## config.mk

```make
export PLATFORM = sky130hd
export DESIGN_NAME = rau_controller
export DESIGN_NICKNAME = d
export VERILOG_FILES = /design/src/rtl/rau_pkg.sv /design/src/rtl/rau_controller.sv
export VERILOG_INCLUDE_DIRS = /design/src /design/src/rtl
export SDC_FILE = /design/constraint.sdc
export NUM_CORES = 1
export LEC_CHECK = 0
export BUFFER_PORTS_ARGS = -buffer_cell sky130_fd_sc_hd__buf_2
export CORE_MARGIN = 1.5
export CORE_UTILIZATION = 40
export DETAILED_ROUTE_END_ITERATION = 12
export PLACE_DENSITY_LB_ADDON = 0.15
export SETUP_SLACK_MARGIN = 0.15
export SLEW_MARGIN = 30
export SYNTH_ARGS = -nofsm -noshare
export SYNTH_HDL_FRONTEND = slang
export SYNTH_SLANG_ARGS = --single-unit
```

## constraint.sdc

```tcl
create_clock -name clock -period 2.3 [get_ports clock]
set_clock_uncertainty 0.1 [all_clocks]
set_input_delay 0 -clock clock [delete_from_list [all_inputs] [get_ports clock]]
set_output_delay 0 -clock clock [all_outputs]
set_load 0.01 [all_outputs]
```

## src/rtl/rational_arithmetic_unit_macros.svh

```systemverilog
// Assertion macros used by the rational arithmetic unit controller.
`ifndef RATIONAL_ARITHMETIC_UNIT_MACROS_SVH
`define RATIONAL_ARITHMETIC_UNIT_MACROS_SVH

// Same-cycle implication, disabled while reset is high.
`define RAU_ASSERT_NOW(label, clk, rst, ante, cons, msg) \
   label: assert property (@(posedge clk) disable iff (rst) (ante) |-> (cons)) \
      else $error(msg);

// Next-cycle implication, disabled while reset is high.
`define RAU_ASSERT_NEXT(label, clk, rst, ante, cons, msg) \
   label: assert property (@(posedge clk) disable iff (rst) (ante) |=> (cons)) \
      else $error(msg);

`endif

```

## src/rtl/rau_pkg.sv

```systemverilog
// Shared types and constants of the rational arithmetic unit.
`timescale 1ns / 1ps
package rau_pkg;

   localparam int FIELD_W       = 32;
   localparam int RES_DEN_W     = 31;
   localparam int DEFAULT_WIDTH = 32;

   typedef enum logic [1:0] {
      FUNC_ADD = 2'd0,
      FUNC_SUB = 2'd1,
      FUNC_MUL = 2'd2,
      FUNC_DIV = 2'd3
   } func_type;

   typedef enum logic [1:0] {
      ST_OK       = 2'd0,
      ST_ZERO_DEN = 2'd1,
      ST_DIV_ZERO = 2'd2,
      ST_OVERFLOW = 2'd3
   } status_type;

   typedef struct packed {
      logic       capture;
      logic       load_a;
      logic       store_a_load_b;
      logic       store_b;
      logic       red_start;
      logic       gcd_step;
      logic       div_init;
      logic       div_step;
      logic       mul1;
      logic       mul2;
      logic       mul3;
      logic       combine;
      logic       out_load;
      status_type out_status;
   } dp_cmd_type;

   typedef struct packed {
      logic zero_den;
      logic num_zero;
      logic gcd_done;
      logic div_last;
      logic overflow;
      logic is_div;
   } dp_sts_type;

endpackage

```

## src/rtl/rau_controller.sv

```systemverilog
// Sequencing state machine of the rational arithmetic unit.
`timescale 1ns / 1ps
`include "rational_arithmetic_unit_macros.svh"
module rau_controller (
   input  logic                clock,
   input  logic                reset,
   input  logic                req_valid,
   output logic                req_ready,
   output logic                rsp_valid,
   input  logic                rsp_ready,
   output rau_pkg::dp_cmd_type cmd,
   input  rau_pkg::dp_sts_type sts
);

   typedef enum logic [10:0] {
      S_IDLE  = 11'b00000000001,
      S_CHECK = 11'b00000000010,
      S_RED   = 11'b00000000100,
      S_GCD   = 11'b00000001000,
      S_DIV   = 11'b00000010000,
      S_STORE = 11'b00000100000,
      S_MUL1  = 11'b00001000000,
      S_MUL2  = 11'b00010000000,
      S_MUL3  = 11'b00100000000,
      S_COMB  = 11'b01000000000,
      S_FIN   = 11'b10000000000
   } state_type;

   typedef enum logic [1:0] {
      PH_A   = 2'd0,
      PH_B   = 2'd1,
      PH_RES = 2'd2
   } phase_type;

   state_type            state_ff, state_in;
   phase_type            phase_ff, phase_in;
   rau_pkg::status_type  status_ff, status_in;
   logic                 rsp_valid_ff, rsp_valid_in;
   logic                 slot_free;

   assign slot_free = !rsp_valid_ff || rsp_ready;
   assign req_ready = (state_ff == S_IDLE);
   assign rsp_valid = rsp_valid_ff;

   always_comb begin
      cmd          = '0;
      cmd.out_status = status_ff;
      state_in     = state_ff;
      phase_in     = phase_ff;
      status_in    = status_ff;
      rsp_valid_in = rsp_valid_ff && !rsp_ready;
      case (state_ff)
         S_IDLE: begin
            if (req_valid) begin
               cmd.capture = 1'b1;
               state_in    = S_CHECK;
            end
         end
         S_CHECK: begin
            if (sts.zero_den) begin
               status_in = rau_pkg::ST_ZERO_DEN;
               state_in  = S_FIN;
            end else begin
               cmd.load_a = 1'b1;
               phase_in   = PH_A;
               state_in   = S_RED;
            end
         end
         S_RED: begin
            cmd.red_start = 1'b1;
            state_in      = sts.num_zero ? S_STORE : S_GCD;
         end
         S_GCD: begin
            if (sts.gcd_done) begin
               cmd.div_init = 1'b1;
               state_in     = S_DIV;
            end else begin
               cmd.gcd_step = 1'b1;
            end
         end
         S_DIV: begin
            cmd.div_step = 1'b1;
            if (sts.div_last) begin
               state_in = S_STORE;
            end
         end
         S_STORE: begin
            case (phase_ff)
               PH_A: begin
                  cmd.store_a_load_b = 1'b1;
                  phase_in           = PH_B;
                  state_in           = S_RED;
               end
               PH_B: begin
                  cmd.store_b = 1'b1;
                  if (sts.is_div && sts.num_zero) begin
                     status_in = rau_pkg::ST_DIV_ZERO;
                     state_in  = S_FIN;
                  end else begin
                     state_in = S_MUL1;
                  end
               end
               default: begin
                  status_in = sts.overflow ? rau_pkg::ST_OVERFLOW : rau_pkg::ST_OK;
                  state_in  = S_FIN;
               end
            endcase
         end
         S_MUL1: begin
            cmd.mul1 = 1'b1;
            state_in = S_MUL2;
         end
         S_MUL2: begin
            cmd.mul2 = 1'b1;
            state_in = S_MUL3;
         end
         S_MUL3: begin
            cmd.mul3 = 1'b1;
            state_in = S_COMB;
         end
         S_COMB: begin
            cmd.combine = 1'b1;
            phase_in    = PH_RES;
            state_in    = S_RED;
         end
         S_FIN: begin
            if (slot_free) begin
               cmd.out_load = 1'b1;
               rsp_valid_in = 1'b1;
               status_in    = rau_pkg::ST_OK;
               state_in     = S_IDLE;
            end
         end
         default: begin
            state_in = S_IDLE;
         end
      endcase
   end

   always_ff @(posedge clock) begin
      if (reset) begin
         state_ff     <= S_IDLE;
         phase_ff     <= PH_A;
         status_ff    <= rau_pkg::ST_OK;
         rsp_valid_ff <= 1'b0;
      end else begin
         state_ff     <= state_in;
         phase_ff     <= phase_in;
         status_ff    <= status_in;
         rsp_valid_ff <= rsp_valid_in;
      end
   end

   `RAU_ASSERT_NEXT(a_accept_to_check, clock, reset, req_valid && req_ready, state_ff == S_CHECK, "accepted transaction did not start the check step")
   `RAU_ASSERT_NEXT(a_fin_delivers, clock, reset, state_ff == S_FIN && slot_free, rsp_valid_ff && state_ff == S_IDLE, "finished result was not posted")
   `RAU_ASSERT_NEXT(a_div_ends, clock, reset, state_ff == S_DIV && sts.div_last, state_ff == S_STORE, "divider did not hand over after its last step")
   `RAU_ASSERT_NOW(a_busy_not_ready, clock, reset, state_ff != S_IDLE, !req_ready, "input accepted while busy")

endmodule

```

==> flow_metrics.py <==
metrics = {
    "status": {
        "status": "complete, no violations",
    },
    "clocking": {
        "htree_levels": 1,
        "clk_latency_ns": 0.30,
        "cts-root-buf": "clkbuf_4",
        "cts_tree": "done",
        "cts.clk_slew.worst_paths_ns": 0.10,
        "cts_inserted_buffers": 3,
        "cts_num_sinks": 16,
        "clock_path_buffers": 2,
    },
    "placement": {
        "portBuffers": 26,
        "dp_cells": 180,
        "hpwl_um": 2060,
        "pre_cts_ws_ns": 0.397,
        "place_congestion": 0.875,
    },
    "timing": {
        "min_period_ns": 2.00,
        "fin_setup_tns_ns": 0,
        "rsz0062_at_grt": "false",
        "fin_ws_ns": 0.301,
        "fin_crit_sh": 0.869,
        "hold_violations": 0,
        "max_freq_mhz": 500,
        "relSlewSlack": 0.647,
        "drv_slew": 0,
        "tightest_slew_ns": 0.529,
        "setup_viol": 0,
    },
    "setup_path": {
        "critPathLaunchType": "register",
        "slowest_stage": "dfxtp_1",
        "slowest_delay_ns": 0.44,
        "arrival_ns": 1.90,
        "crit_path_end_kind": "output port",
        "criticalPathCategory": "register to output port",
        "path_cells": "nor2_1 -> nand4_1 -> nor4b_2 -> buf_2",
        "cp_max_fo": 10,
        "cp.required_ns": 2.20,
    },
    "route": {
        "drt-initial-drc-count": 35,
        "via_per_inst": 6.11,
        "firstDrtPassIters": 7,
        "wl_per_cell_um": 15.0,
        "ant_nets": 0,
        "routed_wl_um": 2920,
        "drc_errors": 0,
        "num_vias": 1191,
    },
    "floorplanning": {
        "die_w_um": 54.7,
        "die-area_um2": 2990,
        "die_y_um": 54.7,
        "pin_count": 27,
        "initial_core_util": 0.427,
        "rows": 18,
        "fp.coreArea_um2": 2500,
    },
    "logic_synthesis": {
        "ys_types": 46,
        "synth_area_per_cell_um2": 8.09,
        "synth_seq_cells": 16,
        "synth-seq-area-share": 0.300,
        "synthFlopType": "dfxtp_1",
        "netlist_top_cells_count": "16 x dfxtp_1, 9 x nand4_1, 9 x nor2_1",
        "synthCells": 132,
        "synth_largest_area_cell": "dfxtp_1",
        "synth-edff-count": 0,
        "synth_nets": 142,
        "syn_area_um2": 1070,
        "yosysMostFrequentCell": "dfxtp_1",
        "synth_top_area_share": 0.300,
        "ys_warn_count": 0,
        "ys_async_sr_fraction": 0,
        "synthTopCellsByArea": "dfxtp_1 30%, nand4_1 5.3%, nor3_1 3.7%",
    },
    "grt": {
        "grt_pass1_vias": 995,
        "grt_pass1_wl_um": 4640,
        "grt_usage": 0.216,
        "antenna_found_initial": 0,
        "grt_start_max_net_pins": 16,
        "overflow": 0,
    },
    "pwr": {
        "p_per_area_nw_per_um2": 491,
        "p_leak_nw": 0.553,
        "vdd_ir_drop_max_v": 0.000361,
        "p_total_uw": 658,
    },
    "min_path": {
        "hold_path_class": "input port to register",
    },
    "cells_and_area": {
        "utilization": 0.536,
        "area_growth_pct": 25.4,
        "drive_above_1_share": 0.255,
        "diodes": 0,
        "finalNetCount": 176,
        "fin_cells": 195,
        "fill_cells": 244,
    },
    "job": {
        "max_cap_viol_count": 0,
    },
}
per-stage QoR:
step	hold slack [ns]	area, um^2
global placement	0.129	1190
finish	0.0227	1340
detailed placement	0.153	1190
floorplan	0.0101	1070
global route	0.0311	1340
CTS	0.0175	1300
per-layer routing:
metal | vias to the layer above | part of all wire | global-route usage
met1 | 536 | 0.43 | 0.294
li1 | 578 | - | -
met3 | 4 | 0.11 | 0.0656
met5 | - | 0 | 0
met4 | 0 | 0.0034 | 0.0500
met2 | 73 | 0.46 | 0.333
sequential cells by signal, summed over array words and instances (netlist names):
register,cells
phase_ff,2
rsp_valid,1
state_ff,11
status_ff,2
critical path, delay by kind of cell (launching register included):
family,cells,cell delay (ns)
flip-flops,1,0.44
AND/OR/NAND/NOR,3,0.99
buffers and inverters,1,0.18
report_power, final:
part / switching, mW / internal [mW]
sequential: 0.0264 / 0.288
clock: 0.0939 / 0.0965
combinational: 0.0814 / 0.0721
path summary, 6_finish.rpt:
kind | start | endpoint | slack (ns) | cells after the start
max | state_ff[1]$_SDFFE_PP0P_ | cmd[5] | 0.30 | 4
min reg2reg | status_ff[1]$_SDFFE_PP0P_ | status_ff[1]$_SDFFE_PP0P_ | 0.36 | 2
max reg2reg | state_ff[2]$_SDFFE_PP0P_ | status_ff[0]$_SDFFE_PP0P_ | 0.33 | 4
min | sts[1] | status_ff[1]$_SDFFE_PP0P_ | 0.02 | 4
cell usage in the layout (no fill, tap or decap), types with 5 or more instances in the layout:
cell type / instances
nor2_1: 9
dfxtp_1: 15
nand4_1: 9
nand2_1: 5
dlygate4sd3_1: 7
a21oi_1: 5
nand3_1: 5
buf_2: 26
nor3_1: 8
layout make-up:
class	count	area, um^2	share of cell area
repair buffers	37	230	0.172
clock buffers	4	36.3	0.0271
multi-input cells	102	692	0.516
flip-flops and latches	16	322	0.240
inverters	6	22.5	0.0168
well taps	30	37.5	0.0280
logic make-up (layout without fill, tap and decap cells):
kind of cell,count (synthesis),after routing,synth area share
compound gates,25,25,0.158
xor+xnor,2,2,0.0164
buf+inv,14,47,0.0632
flops,16,16,0.300
mux,2,2,0.0187
simple gates,73,73,0.444
what timing repair did:
item,CTS,global route
setup endpoints to repair,0,1
hold buffers,7,0
endpoints found under the hold margin,10,0
gates resized for setup,0,3
setup buffers,0,4
No activity file was read; power rests on OpenSTA's default activity.
